===== config.mk =====
export PLATFORM = sky130hd
export DESIGN_NAME = led_highlight_fade_engine_core
export DESIGN_NICKNAME = d
export VERILOG_FILES = /design/src/rtl/lhfe_pkg.sv /design/src/rtl/led_highlight_fade_engine_core.sv /design/src/rtl/lhfe_front.sv /design/src/rtl/lhfe_back.sv /design/src/rtl/lhfe_resq.sv
export SDC_FILE = /design/constraint.sdc
export NUM_CORES = 2
export LEC_CHECK = 0
export BUFFER_PORTS_ARGS = -buffer_cell sky130_fd_sc_hd__clkbuf_2
export CAP_MARGIN = 20
export CORE_ASPECT_RATIO = 0.7
export CORE_UTILIZATION = 45
export DETAILED_ROUTE_END_ITERATION = 10
export RECOVER_POWER = 100
export SLEW_MARGIN = 0
export SYNTH_ARGS = -nofsm -noshare
export SYNTH_HDL_FRONTEND = slang
export SYNTH_SLANG_ARGS = --single-unit

===== constraint.sdc =====
create_clock -name clk -period 31.1 [get_ports clk]
set_input_delay 0 -clock clk [delete_from_list [all_inputs] [get_ports clk]]
set_output_delay 0 -clock clk [all_outputs]
set_load 0.05 [all_outputs]

===== src/rtl/lhfe_pkg.sv =====
// Shared types, constants and helper functions of the LED highlight fade engine.
package lhfe_pkg;

	localparam int NUM_STRIPS     = 6;
	localparam int LEDS_PER_STRIP = 64;
	localparam int FADE_TICKS     = 40;

	localparam int STRIP_W   = 3;
	localparam int LED_W     = 6;
	localparam int LEN_W     = 7;
	localparam int CNT_W     = 8;
	localparam int COLOR_W   = 8;
	localparam int LEN_REGS  = 6;
	localparam int CFG_IDX_W = 4;
	localparam int CFG_DAT_W = 8;

	localparam int MEM_DEPTH = NUM_STRIPS * LEDS_PER_STRIP;
	localparam int ADDR_W    = (MEM_DEPTH > 1) ? $clog2(MEM_DEPTH) : 1;

	localparam int CQ_DEPTH    = 2;
	localparam int CQ_PTR_W    = 1;
	localparam int CQ_CNT_W    = 2;
	localparam int RESQ_DEPTH  = 8;
	localparam int RQ_PTR_W    = $clog2(RESQ_DEPTH);
	localparam int RQ_CNT_W    = $clog2(RESQ_DEPTH + 1);

	localparam logic [CFG_IDX_W-1:0] REG_STRIP_COUNT = 4'd0;
	localparam logic [CFG_IDX_W-1:0] REG_HL_TICKS    = 4'd1;
	localparam logic [CFG_IDX_W-1:0] REG_STRIP_LEN0  = 4'd2;

	localparam logic [CNT_W-1:0] HL_TICKS_RESET = 8'd250;

	localparam logic OP_HIGHLIGHT = 1'b0;
	localparam logic OP_TICK      = 1'b1;

	localparam logic [1:0] KIND_PIXEL  = 2'd0;
	localparam logic [1:0] KIND_HL_OK  = 2'd1;
	localparam logic [1:0] KIND_HL_BAD = 2'd2;
	localparam logic [1:0] KIND_IDLE   = 2'd3;

	localparam logic [1:0] CMD_HL_OK    = 2'd0;
	localparam logic [1:0] CMD_HL_BAD   = 2'd1;
	localparam logic [1:0] CMD_TICK_BAD = 2'd2;
	localparam logic [1:0] CMD_TICK     = 2'd3;

	typedef struct packed {
		logic               opcode;
		logic [STRIP_W-1:0] strip_sel;
		logic [LED_W-1:0]   led_sel;
	} in_word_t;

	typedef struct packed {
		logic [1:0]         kind;
		logic [STRIP_W-1:0] out_strip;
		logic [LED_W-1:0]   out_led;
		logic [COLOR_W-1:0] red;
		logic [COLOR_W-1:0] green;
		logic [COLOR_W-1:0] blue;
		logic               last;
	} out_word_t;

	typedef struct packed {
		logic [1:0]         op;
		logic [STRIP_W-1:0] strip;
		logic [LED_W-1:0]   led;
		logic [LEN_W-1:0]   len;
	} cmd_t;

	typedef struct packed {
		logic [COLOR_W-1:0] r;
		logic [COLOR_W-1:0] g;
		logic [COLOR_W-1:0] b;
	} rgb_t;

	typedef logic [LEN_W-1:0] len_arr_t [LEN_REGS];
	typedef logic [COLOR_W-1:0] fade_lut_t [256];

	function automatic fade_lut_t build_fade_lut();
		fade_lut_t t;
		for (int i = 0; i < 256; i++) begin
			t[i] = (i < FADE_TICKS) ? COLOR_W'((255 * i) / FADE_TICKS) : '0;
		end
		return t;
	endfunction

	localparam fade_lut_t FADE_LUT = build_fade_lut();

	function automatic logic [ADDR_W-1:0] led_addr(logic [STRIP_W-1:0] s, logic [LEN_W-1:0] i);
		return ADDR_W'(int'(s) * LEDS_PER_STRIP + int'(i));
	endfunction

	// Color wheel: red to green to blue and back, driven by an 8-bit position.
	function automatic rgb_t wheel(logic [7:0] pos);
		logic [7:0] w;
		logic [7:0] w2;
		logic [7:0] w3;
		rgb_t       c;
		w  = 8'd255 - pos;
		w2 = '0;
		if (w < 8'd85) begin
			w2 = w;
		end else if (w < 8'd170) begin
			w2 = w - 8'd85;
		end else begin
			w2 = w - 8'd170;
		end
		w3 = 8'(10'(w2) * 10'd3);
		if (w < 8'd85) begin
			c.r = 8'd255 - w3;
			c.g = '0;
			c.b = w3;
		end else if (w < 8'd170) begin
			c.r = '0;
			c.g = w3;
			c.b = 8'd255 - w3;
		end else begin
			c.r = w3;
			c.g = 8'd255 - w3;
			c.b = '0;
		end
		return c;
	endfunction

endpackage


===== src/rtl/led_highlight_fade_engine_core.sv =====
// Top level of the LED highlight fade engine: configuration registers, front, back and result queue.
//
//   Channel   Handshake          Payload
//   input     push / full        item   (opcode, strip_sel, led_sel)
//   result    pop / empty        result (kind, out_strip, out_led, red, green, blue, last)
//   config    cfg_we             cfg_idx, cfg_data
//
// A highlight request or a tick on an invalid strip puts its single word on the result ports once
// the back takes it from the command queue. A tick walks the strip at one LED per cycle, while the
// result queue has room, through the read-modify-write pipeline of the single count memory.
// After reset the count memory, all 384 words of it, is cleared, and full stays high for that pass.
// The walk pauses whenever the eight-word result queue could not take its words, and up to two
// classified words wait between the front and the back.
module led_highlight_fade_engine_core (
	input  logic                            clk,
	input  logic                            arst_n,
	input  logic                            push,
	output logic                            full,
	input  lhfe_pkg::in_word_t              item,
	input  logic                            pop,
	output logic                            empty,
	output lhfe_pkg::out_word_t             result,
	input  logic                            cfg_we,
	input  logic [lhfe_pkg::CFG_IDX_W-1:0]  cfg_idx,
	input  logic [lhfe_pkg::CFG_DAT_W-1:0]  cfg_data
);
	import lhfe_pkg::*;

	logic [STRIP_W-1:0]  strip_count_q;
	logic [CNT_W-1:0]    highlight_ticks_q;
	len_arr_t            strip_len_q;
	logic                cmd_valid;
	cmd_t                cmd;
	logic                cmd_take;
	logic [RQ_CNT_W-1:0] res_count;
	logic                res_push;
	out_word_t           res_word;
	logic                clearing;

	always_ff @(posedge clk or negedge arst_n) begin
		if (!arst_n) begin
			strip_count_q     <= '0;
			highlight_ticks_q <= HL_TICKS_RESET;
			for (int k = 0; k < LEN_REGS; k++) begin
				strip_len_q[k] <= '0;
			end
		end else if (cfg_we) begin
			if (cfg_idx == REG_STRIP_COUNT) begin
				strip_count_q <= cfg_data[STRIP_W-1:0];
			end
			if (cfg_idx == REG_HL_TICKS) begin
				highlight_ticks_q <= cfg_data[CNT_W-1:0];
			end
			for (int k = 0; k < LEN_REGS; k++) begin
				if (cfg_idx == REG_STRIP_LEN0 + CFG_IDX_W'(k)) begin
					strip_len_q[k] <= cfg_data[LEN_W-1:0];
				end
			end
		end
	end

	lhfe_front u_front (
		.clk         (clk),
		.arst_n      (arst_n),
		.hold        (clearing),
		.push        (push),
		.full        (full),
		.item        (item),
		.strip_count (strip_count_q),
		.strip_len   (strip_len_q),
		.cmd_valid   (cmd_valid),
		.cmd         (cmd),
		.cmd_take    (cmd_take)
	);

	lhfe_back u_back (
		.clk             (clk),
		.arst_n          (arst_n),
		.cmd_valid       (cmd_valid),
		.cmd             (cmd),
		.cmd_take        (cmd_take),
		.highlight_ticks (highlight_ticks_q),
		.res_count       (res_count),
		.res_push        (res_push),
		.res_word        (res_word),
		.clearing        (clearing)
	);

	lhfe_resq u_resq (
		.clk     (clk),
		.arst_n  (arst_n),
		.wr      (res_push),
		.wr_word (res_word),
		.count   (res_count),
		.pop     (pop),
		.empty   (empty),
		.result  (result)
	);

`ifndef ASSERT_OFF
	a_resq_no_overflow: assert property (@(posedge clk) disable iff (!arst_n)
		res_push |-> (res_count < RQ_CNT_W'(RESQ_DEPTH)))
		else $error("result queue written while full");

	a_take_needs_valid: assert property (@(posedge clk) disable iff (!arst_n)
		cmd_take |-> cmd_valid)
		else $error("command taken from an empty queue");

	a_single_word_last: assert property (@(posedge clk) disable iff (!arst_n)
		(res_push && (res_word.kind != KIND_PIXEL)) |-> res_word.last)
		else $error("non-pixel result word without last");

	a_no_cmd_while_clearing: assert property (@(posedge clk) disable iff (!arst_n)
		clearing |-> !cmd_take && !res_push)
		else $error("work done during the clearing pass");
`endif

endmodule


===== src/rtl/lhfe_front.sv =====
// Front end: accepts input words, classifies them against the configuration, queues commands.
module lhfe_front (
	input  logic                          clk,
	input  logic                          arst_n,
	input  logic                          hold,
	input  logic                          push,
	output logic                          full,
	input  lhfe_pkg::in_word_t            item,
	input  logic [lhfe_pkg::STRIP_W-1:0]  strip_count,
	input  lhfe_pkg::len_arr_t            strip_len,
	output logic                          cmd_valid,
	output lhfe_pkg::cmd_t                cmd,
	input  logic                          cmd_take
);
	import lhfe_pkg::*;

	cmd_t                cq_q [CQ_DEPTH];
	logic [CQ_PTR_W-1:0] wp_q;
	logic [CQ_PTR_W-1:0] rp_q;
	logic [CQ_CNT_W-1:0] cnt_q;
	logic                accept;
	logic                strip_ok;
	logic [LEN_W-1:0]    len;
	cmd_t                cls;

	always_comb begin
		strip_ok = (item.strip_sel < strip_count) && (int'(item.strip_sel) < NUM_STRIPS);
		len = '0;
		for (int k = 0; k < LEN_REGS; k++) begin
			if ((int'(item.strip_sel) == k) && (k < NUM_STRIPS)) begin
				len = (int'(strip_len[k]) > LEDS_PER_STRIP) ? LEN_W'(LEDS_PER_STRIP)
									    : strip_len[k];
			end
		end
		cls.strip = item.strip_sel;
		cls.led   = item.led_sel;
		cls.len   = len;
		if (item.opcode == OP_HIGHLIGHT) begin
			cls.op = (strip_ok && ({1'b0, item.led_sel} < len)) ? CMD_HL_OK : CMD_HL_BAD;
		end else begin
			cls.op = strip_ok ? CMD_TICK : CMD_TICK_BAD;
		end
	end

	assign full      = (cnt_q == CQ_CNT_W'(CQ_DEPTH)) || hold;
	assign accept    = push && !full;
	assign cmd_valid = (cnt_q != '0);
	assign cmd       = cq_q[rp_q];

	always_ff @(posedge clk) begin
		if (accept) begin
			cq_q[wp_q] <= cls;
		end
	end

	always_ff @(posedge clk or negedge arst_n) begin
		if (!arst_n) begin
			wp_q  <= '0;
			rp_q  <= '0;
			cnt_q <= '0;
		end else begin
			if (accept) begin
				wp_q <= wp_q + 1'b1;
			end
			if (cmd_take) begin
				rp_q <= rp_q + 1'b1;
			end
			case ({accept, cmd_take})
				2'b10:   cnt_q <= cnt_q + 1'b1;
				2'b01:   cnt_q <= cnt_q - 1'b1;
				default: cnt_q <= cnt_q;
			endcase
		end
	end

endmodule


===== src/rtl/lhfe_back.sv =====
// Back end: count memory, highlight loads and the pipelined strip walk that makes pixel words.
module lhfe_back (
	input  logic                           clk,
	input  logic                           arst_n,
	input  logic                           cmd_valid,
	input  lhfe_pkg::cmd_t                 cmd,
	output logic                           cmd_take,
	input  logic [lhfe_pkg::CNT_W-1:0]     highlight_ticks,
	input  logic [lhfe_pkg::RQ_CNT_W-1:0]  res_count,
	output logic                           res_push,
	output lhfe_pkg::out_word_t            res_word,
	output logic                           clearing
);
	import lhfe_pkg::*;

	localparam int SUM_W = RQ_CNT_W + 2;

	localparam logic [1:0] ST_CLEAR = 2'd0;
	localparam logic [1:0] ST_IDLE  = 2'd1;
	localparam logic [1:0] ST_WALK  = 2'd2;

	logic [CNT_W-1:0]   mem [MEM_DEPTH];
	logic [1:0]         state_q;
	logic [ADDR_W-1:0]  clr_q;
	logic [STRIP_W-1:0] strip_q;
	logic [LEN_W-1:0]   len_q;
	logic [LEN_W-1:0]   idx_q;

	logic               v_s1;
	logic [LEN_W-1:0]   led_s1;
	logic [CNT_W-1:0]   rdata_s1;

	logic               v_s2;
	logic [LED_W-1:0]   led_s2;
	rgb_t               rgb_s2;
	logic [COLOR_W-1:0] br_s2;
	logic               fade_s2;
	logic               black_s2;

	logic               held_v_q;
	out_word_t          held_q;

	logic               mem_we;
	logic [ADDR_W-1:0]  mem_wa;
	logic [CNT_W-1:0]   mem_wd;
	logic               issue;
	logic               finish;
	logic               room;
	logic               credit_ok;
	logic [SUM_W-1:0]   need;
	logic               emit_s1;
	rgb_t               faded;
	out_word_t          pix;

	assign clearing = (state_q == ST_CLEAR);
	assign emit_s1  = v_s1 && (rdata_s1 != '0);
	assign room     = res_count < RQ_CNT_W'(RESQ_DEPTH);
	assign need     = SUM_W'(res_count) + SUM_W'(v_s1) + SUM_W'(v_s2) + SUM_W'(held_v_q)
			  + SUM_W'(1);
	assign credit_ok = need <= SUM_W'(RESQ_DEPTH);

	always_comb begin
		faded.r = 8'(({8'd0, rgb_s2.r} * {8'd0, br_s2}) >> 8);
		faded.g = 8'(({8'd0, rgb_s2.g} * {8'd0, br_s2}) >> 8);
		faded.b = 8'(({8'd0, rgb_s2.b} * {8'd0, br_s2}) >> 8);
		pix.kind      = KIND_PIXEL;
		pix.out_strip = strip_q;
		pix.out_led   = led_s2;
		pix.last      = 1'b0;
		if (black_s2) begin
			pix.red   = '0;
			pix.green = '0;
			pix.blue  = '0;
		end else if (fade_s2) begin
			pix.red   = faded.r;
			pix.green = faded.g;
			pix.blue  = faded.b;
		end else begin
			pix.red   = rgb_s2.r;
			pix.green = rgb_s2.g;
			pix.blue  = rgb_s2.b;
		end
	end

	always_comb begin
		mem_we   = 1'b0;
		mem_wa   = '0;
		mem_wd   = '0;
		issue    = 1'b0;
		finish   = 1'b0;
		cmd_take = 1'b0;
		res_push = 1'b0;
		res_word = '0;
		unique case (state_q)
			ST_CLEAR: begin
				mem_we = 1'b1;
				mem_wa = clr_q;
			end
			ST_IDLE: begin
				if (cmd_valid && room) begin
					cmd_take           = 1'b1;
					res_word.out_strip = cmd.strip;
					res_word.out_led   = cmd.led;
					res_word.last      = 1'b1;
					case (cmd.op)
						CMD_HL_OK: begin
							mem_we        = 1'b1;
							mem_wa        = led_addr(cmd.strip, {1'b0, cmd.led});
							mem_wd        = highlight_ticks;
							res_push      = 1'b1;
							res_word.kind = KIND_HL_OK;
						end
						CMD_HL_BAD: begin
							res_push      = 1'b1;
							res_word.kind = KIND_HL_BAD;
						end
						CMD_TICK_BAD: begin
							res_push         = 1'b1;
							res_word.kind    = KIND_IDLE;
							res_word.out_led = '0;
						end
						default: begin
							res_push = 1'b0;
						end
					endcase
				end
			end
			ST_WALK: begin
				issue = (idx_q < len_q) && credit_ok;
				if (emit_s1) begin
					mem_we = 1'b1;
					mem_wa = led_addr(strip_q, led_s1);
					mem_wd = rdata_s1 - 1'b1;
				end
				if (v_s2) begin
					res_push = held_v_q;
					res_word = held_q;
				end else if ((idx_q == len_q) && !v_s1 && room) begin
					finish   = 1'b1;
					res_push = 1'b1;
					if (held_v_q) begin
						res_word      = held_q;
						res_word.last = 1'b1;
					end else begin
						res_word.kind      = KIND_IDLE;
						res_word.out_strip = strip_q;
						res_word.last      = 1'b1;
					end
				end
			end
			default: begin
				mem_we = 1'b0;
			end
		endcase
	end

	always_ff @(posedge clk) begin
		if (mem_we) begin
			mem[mem_wa] <= mem_wd;
		end
		if (issue) begin
			rdata_s1 <= mem[led_addr(strip_q, idx_q)];
		end
	end

	always_ff @(posedge clk) begin
		led_s1   <= idx_q;
		led_s2   <= led_s1[LED_W-1:0];
		rgb_s2   <= wheel({rdata_s1[5:0], 2'b00});
		br_s2    <= FADE_LUT[rdata_s1];
		fade_s2  <= rdata_s1 < CNT_W'(FADE_TICKS);
		black_s2 <= rdata_s1 == CNT_W'(1);
		if (v_s2) begin
			held_q <= pix;
		end
	end

	always_ff @(posedge clk or negedge arst_n) begin
		if (!arst_n) begin
			state_q  <= ST_CLEAR;
			clr_q    <= '0;
			strip_q  <= '0;
			len_q    <= '0;
			idx_q    <= '0;
			v_s1     <= 1'b0;
			v_s2     <= 1'b0;
			held_v_q <= 1'b0;
		end else begin
			v_s1 <= issue;
			v_s2 <= emit_s1;
			unique case (state_q)
				ST_CLEAR: begin
					clr_q <= clr_q + 1'b1;
					if (clr_q == ADDR_W'(MEM_DEPTH - 1)) begin
						state_q <= ST_IDLE;
					end
				end
				ST_IDLE: begin
					if (cmd_take && (cmd.op == CMD_TICK)) begin
						state_q <= ST_WALK;
						strip_q <= cmd.strip;
						len_q   <= cmd.len;
						idx_q   <= '0;
					end
				end
				ST_WALK: begin
					if (issue) begin
						idx_q <= idx_q + 1'b1;
					end
					if (v_s2) begin
						held_v_q <= 1'b1;
					end
					if (finish) begin
						held_v_q <= 1'b0;
						state_q  <= ST_IDLE;
					end
				end
				default: begin
					state_q <= ST_IDLE;
				end
			endcase
		end
	end

endmodule


===== src/rtl/lhfe_resq.sv =====
// Result queue: holds finished result words until the consumer pops them.
module lhfe_resq (
	input  logic                           clk,
	input  logic                           arst_n,
	input  logic                           wr,
	input  lhfe_pkg::out_word_t            wr_word,
	output logic [lhfe_pkg::RQ_CNT_W-1:0]  count,
	input  logic                           pop,
	output logic                           empty,
	output lhfe_pkg::out_word_t            result
);
	import lhfe_pkg::*;

	out_word_t           q_q [RESQ_DEPTH];
	logic [RQ_PTR_W-1:0] wp_q;
	logic [RQ_PTR_W-1:0] rp_q;
	logic [RQ_CNT_W-1:0] cnt_q;
	logic                take;

	assign count  = cnt_q;
	assign empty  = (cnt_q == '0);
	assign take   = pop && !empty;
	assign result = q_q[rp_q];

	always_ff @(posedge clk) begin
		if (wr) begin
			q_q[wp_q] <= wr_word;
		end
	end

	always_ff @(posedge clk or negedge arst_n) begin
		if (!arst_n) begin
			wp_q  <= '0;
			rp_q  <= '0;
			cnt_q <= '0;
		end else begin
			if (wr) begin
				wp_q <= wp_q + 1'b1;
			end
			if (take) begin
				rp_q <= rp_q + 1'b1;
			end
			case ({wr, take})
				2'b10:   cnt_q <= cnt_q + 1'b1;
				2'b01:   cnt_q <= cnt_q - 1'b1;
				default: cnt_q <= cnt_q;
			endcase
		end
	end

endmodule

# Word-level counts from Yosys, hierarchy flattened
# Memories as Yosys holds them, arrays and structs flattened. A register that Yosys moved wholly into a read port is not among the register bits.
# Index checks and enable logic that the tools add are counted.
dict set report totals {
  reg_bits 170
  rom_bits 2048
  output_inout_bits 38
  latch_bits 0
  ram_bits 3396
  mem_count 4
  input_bits 27
}
# name depth word_bits read_ports rd_ports_with_merged_regs wr line_no
set memory_table {}
lappend memory_table {u_back.mem 384 8 1 1 1 lhfe_back.sv:22} ;# logic [CNT_W-1:0] mem [MEM_DEPTH];
lappend memory_table {{(name not given)} 256 8 1 1 0 lhfe_back.sv:170} ;# br_s2 <= FADE_LUT[rdata_s1];
lappend memory_table {u_resq.q_q 8 36 1 0 1 lhfe_resq.sv:14} ;# out_word_t q_q [RESQ_DEPTH];
lappend memory_table {u_front.cq_q 2 18 1 0 1 lhfe_front.sv:17} ;# cmd_t cq_q [CQ_DEPTH];
dict set report classes {
  eq_ne 29
  n_reduce_logical 38
  bitwise_logic 1
  multipliers 4
  n_div 0
  magnitude_cmp 15
  addsub 22
  mux 69
  n_shift 0
}
# cell n
set op_table {}
lappend op_table {{7-bit two-way mux} 14}
lappend op_table {{24-bit two-way mux} 4}
lappend op_table {{36-bit two-way mux} 2}
lappend op_table {{8-bit by 8-bit multiplier with 16-bit output} 3}
lappend op_table {{7-bit greater-than comparator, second input constant} 6}
lappend op_table {{8-bit two-way mux} 5}
lappend op_table {{30-bit two-way mux} 1}
lappend op_table {{9-bit two-way mux} 3}
lappend op_table {{9-bit one-hot mux with 3 select lines} 1}
lappend op_table {{1-bit two-way mux} 22}
lappend op_table {{11-bit one-hot mux with 2 select lines} 1}
lappend op_table {{2-bit AND reduction} 10}
lappend op_table {{9-bit by 7-bit adder with 9-bit output} 2}
lappend op_table {{4-bit by 3-bit equality test with 1-bit output, second input constant} 4}
lappend op_table {{8-bit one-hot mux with 2 select lines} 1}
lappend op_table {{8-bit subtractor, first input constant} 2}
lappend op_table {{7-bit one-hot mux with 2 select lines} 1}
lappend op_table {{6-bit by 1-bit adder with 6-bit output} 2}
lappend op_table {{2-bit equality test, second input constant} 6}
lappend op_table {{3-bit equality test, second input constant} 4}
lappend op_table {{2-bit one-hot mux with 3 select lines} 2}
lappend op_table {{11-bit two-way mux} 1}
lappend op_table {{1-bit logical AND} 10}
lappend op_table {{2-bit nonzero test} 5}
lappend op_table {{other kinds (48)} 66}

# Logic depth before layout (Yosys ltp)
dict set report depth {
  ltp_word 12
  mapped_depth 19
  mapped_depth_nobuf 18
}

# By module
# A second synthesis with hierarchy kept.
dict set report hier_totals {
  hier_cells 7581
  hier_area_um2 146809.6
}
# module seq_area_each_um2 cells_per_inst area_per_inst_um2 instances
set by_module_without_submodules {}
lappend by_module_without_submodules {lhfe_back 95196.3 6808 130898.0 1}
lappend by_module_without_submodules {lhfe_resq 8898.5 481 11653.7 1}
lappend by_module_without_submodules {lhfe_front 1181.1 170 2175.8 1}
lappend by_module_without_submodules {led_highlight_fade_engine_core 1333.8 122 2082.0 1}

# Least setup slack after synthesis
# No wires, ideal clock.
dict set report synth_timing {
  path_type {register to register}
  from {register u_front.rp_q}
  to {memory u_back.mem[0][3], data pin}
  t_required_ps 29011
  n_path_buf 4
  arrival_ps 11801
  slack_ps 17210
  stages_incl_launch_ff 11
  path_cell_list {dfrtp_1 -> clkbuf_1 -> clkbuf_1 -> mux2_2 -> inv_1 -> ha_1 -> and2_1 -> clkbuf_1 -> buf_2 -> a22oi_1 -> nor2b_1}
}
dict set report synth_between {
  elab_chain_len 5
}
# element line_no
set synth_lines {}
lappend synth_lines {{start, declared} lhfe_front.sv:19} ;# logic [CQ_PTR_W-1:0] rp_q;
lappend synth_lines {{start signal, assigned} lhfe_front.sv:66} ;# rp_q <= rp_q + 1'b1;
lappend synth_lines {{memory read 2 x 18 bit} --}
lappend synth_lines {{2-bit zero test} lhfe_back.sv:105} ;# case (cmd.op)
lappend synth_lines {{8-bit two-way mux} lhfe_back.sv:105}
lappend synth_lines {{8-bit two-way mux} lhfe_back.sv:100} ;# if (cmd_valid && room) begin
lappend synth_lines {{8-bit one-hot mux with 2 select lines} lhfe_back.sv:94} ;# unique case (state_q)
lappend synth_lines {{net u_back.mem_wd[3]} lhfe_back.sv:45} ;# logic [CNT_W-1:0] mem_wd;
lappend synth_lines {{end, declared} lhfe_back.sv:22}
# The timed path passes the listed nets, and every way through them passes these cells.

# Final worst setup path
dict set report layout_timing {
  from {register u_front.rp_q}
  to {memory u_back.mem[274][0], data pin}
}
# Same word-level chain as after synthesis.

==> results.yml <==
synth:
  yosysTopAreaCell: "edfxtp_1"
  ys.flop_type: "edfxtp_1"
  syn_nets: 7901
  synthCells: 7595
  synthArstFlopShare: 0.0274
  ys_top_cells_by_area: "edfxtp_1 71%, mux4_2 12%, mux2i_1 1.8%"
  yosysSeqAreaShare: 0.729
  netlist_area_sq_um: 146000
  yosys_warnings: 0
  synth-edff-count: 3437
  synth_seq_cells: 3582
  yosysUniqueCellTypes: 81
  avgSynthCellArea_sq_um: 19.3
  synth_top_area_share: 0.706
floorplan:
  core-area_sq_um: 322000
  dieWidth_um: 683
  die_y_um: 479
  die-area_sq_um: 327000
  start_util: 0.454
  pin_count: 65
  rows: 174
routing:
  viasPerCell: 6.24
  detail-route-antenna-nets: 0
  post_drt_wl_per_cell_um: 33.4
  wl_um: 414000
  drc: 0
  first_pass_iters: 9
  dr_total_vias: 77349
  initialDrtViolationCount: 11391
setup_path:
  crit_fanout: 223
  criticalPathCategory: "register to register"
  rr_worst_depth: 9
  start_kind: "register"
  reg2reg_slack_ps: 13120
  worstSetupEndpoint: "u_back.mem[274][0]$_DFFE_PP_"
  reg2reg_to: "u_back.mem[274][0]$_DFFE_PP_"
  r2r-start: "u_front.rp_q$_DFFE_PN0P_"
  cp.arrival_ps: 18550
  crit_required_ps: 31670
  cp-startpoint: "u_front.rp_q$_DFFE_PN0P_"
  crit_path_end_kind: "register"
placement:
  io_buffers: 64
  dpl.cell_count: 11723
  pre_cts_slack_ps: 24760
  dp_hpwl_um: 247000
  place.gp.congestion: 0.847
finish:
  final_cell_mix: "3437 x edfxtp_1, 789 x mux4_2, 498 x nor2_1"
  area_growth_pct: 11.3
  finalNetCount: 8109
  fin_cells: 12398
  fillers: 25690
  seq_area_sq_um: 107000
  final_common_cell: "edfxtp_1"
  drive_gt1_frac: 0.195
  multi_input_area_sq_um: 37100
pwr:
  p_leak_uw: 0.0428
  finalPower_uw: 9570
  clock_power_share: 0.431
  intPower_uw: 7620
  comb_power_share: 0.020
  pwr_density_cell_nw_per_um2: 58.8
  peakVddDrop_v: 0.0000632
  seq_power_share: 0.549
  switching_share: 0.203
  power.switching_uw: 1950
grt:
  first_global_vias: 75629
  grt_pass1_wl_um: 583000
  antenna_found_initial: 29
  grt_usage: 0.250
  grt-ovfl-total: 0
  grt_max_degree: 230
clock_network:
  cts-buffers-inserted: 338
  cts_max_level: 5
  cts_buffer_depth: 4
  cts_setup_buffers: 0
  insertion_delay_ps: 950
  cts-root-buf: "clkbuf_16"
  ctsResizeCount: 0
  clk_pin_slew_worst_paths_ps: 60
  cts_tree: "done"
  clkSinkCount: 3582
timing:
  fin_skew_ps: 60.8
  drv_slew: 3637
  max_freq_mhz: 55.6
  setup_viol: 0
  max_slew_margin: -6.66
  timing.final.ws_setup_ps: 13120
  min_period_ps: 17980
  period_share: 0.578
  tightest_slew_ps: 11490
  hold_viol: 0
  setup_tns_ps: 0
  rsz0062_at_grt: "no"
worst_hold_path:
  hold_class: "input pin to register"
  min_from: "pop"
flow_run:
  drv_cap: 58
run_status:
  outcome: "finished, violations left"
  violations: "max-capacitance violations, max-slew violations"
## how the worst min path moves through the flow
| stage | cells past startpoint | endpoint |
|---|---|---|
| after detailed placement | 1 | strip_len_q[10]$_DFFE_PN0P_ |
| after floorplan | 0 | highlight_ticks_q[0]$_DFFE_PN0P_ |
| final | 4 | u_resq.rp_q[0]$_DFFE_PN0P_ |
| after CTS | 4 | u_resq.rp_q[0]$_DFFE_PN0P_ |
| after global routing | 4 | u_resq.rp_q[0]$_DFFE_PN0P_ |
| after global placement | 1 | strip_len_q[17]$_DFFE_PN0P_ |
## cell families (layout without fill, tap and decap cells)
| kind of cell | count (synthesis) | in the layout | synth area share |
|---|---|---|---|
| buffers and inverters | 616 | 1082 | 0.0186 |
| multiplexers | 1155 | 1155 | 0.147 |
| flip-flops | 3582 | 3582 | 0.729 |
| other | 0 | 25 | 0 |
| adder cells (fa/ha/maj) | 279 | 279 | 0.0294 |
| XOR/XNOR | 70 | 70 | 0.00419 |
| AO/OA/AOI/OAI | 716 | 716 | 0.0342 |
| AND/OR/NAND/NOR | 1177 | 1177 | 0.0372 |
## critical path, stage by stage, from the launching register on
cell      delay (ps)
dfrtp_1          440
clkbuf_1         830
mux2i_1          480
ha_1             210
and2_0           820
nand2_1          510
o21ai_0          570
and2_0          3520
clkbuf_1        8190
buf_4           1560
## through the flow
stage / utilization / instance area (sq um) / hold WS [ps]
global route: 0.505 / 163000 / 56.8
floorplan: - / 146000 / -296
global placement: 0.471 / 152000 / -42.9
finish: 0.505 / 163000 / 66.0
CTS: 0.506 / 163000 / 11.7
detailed placement: 0.471 / 152000 / -33.6
## final cells by class
class / instances / area share
Sequential cell: 3582 / 0.655
Multi-Input combinational cell: 3397 / 0.228
Clock buffer: 410 / 0.0548
Tap cell: 4312 / 0.0332
Timing Repair Buffer: 298 / 0.0127
Clock inverter: 188 / 0.0115
Inverter: 186 / 0.00434
Antenna cell: 25 / 0.000385
## registers in the layout, summed over array words and instances, names as in the netlist, 2 cells and up
name / flops
u_front.cq_q: 36
u_back.led_s2: 6
u_back.idx_q: 7
u_back.strip_q: 3
u_resq.rp_q: 3
u_back.len_q: 7
strip_len_q: 42
u_resq.count: 4
u_back.state_q: 2
u_back.mem: 3072
highlight_ticks_q: 8
u_back.clr_q: 9
u_back.led_s1: 7
strip_count_q: 3
u_resq.wp_q: 3
u_front.cnt_q: 2
u_back.held_q: 33
u_resq.q_q: 288
u_back.rdata_s1: 8
u_back.br_s2: 8
u_back.rgb_s2: 24
## metal layers
layer | GRT usage | vias to the layer above | part of all wire
met1 | 0.385 | 41106 | 0.43
met4 | 0.0622 | 8 | 0.026
met5 | 0 | - | 0.00010
met2 | 0.348 | 4601 | 0.42
met3 | 0.0751 | 611 | 0.12
li1 | - | 31023 | -
## synth_stat cells, drive strengths merged, types with 15 or more instances
cell,n
mux2,109
ha,172
a21o,15
nand2b,25
a21oi,126
xnor2,45
nand4,15
a221oi,51
nand3,36
nor2b,43
o21ai,108
xor2,25
nor2,506
mux4,789
edfxtp,3437
a31oi,28
dfxtp,47
dfrtp,92
mux2i,257
and2,208
a22oi,125
nand2,254
a22o,29
a211oi,52
clkbuf,219
inv,183
fa,107
nor3,34
buf,211
o221ai,32
o22ai,34
## what timing repair did
item                                    CTS  global route
endpoints found under the setup margin    0             0
endpoints found under the hold margin   227             0
hold buffers                             47             0
## power groups by stage
stage	sequential [uW]	combinational [uW]	clock (uW)
floorplan	5340	147	0
global placement	5360	181	0
detailed placement	5360	183	0
CTS	5260	189	4170
global route	5260	207	4340
finish	5260	189	4120
(Power assumes the default switching activity.)
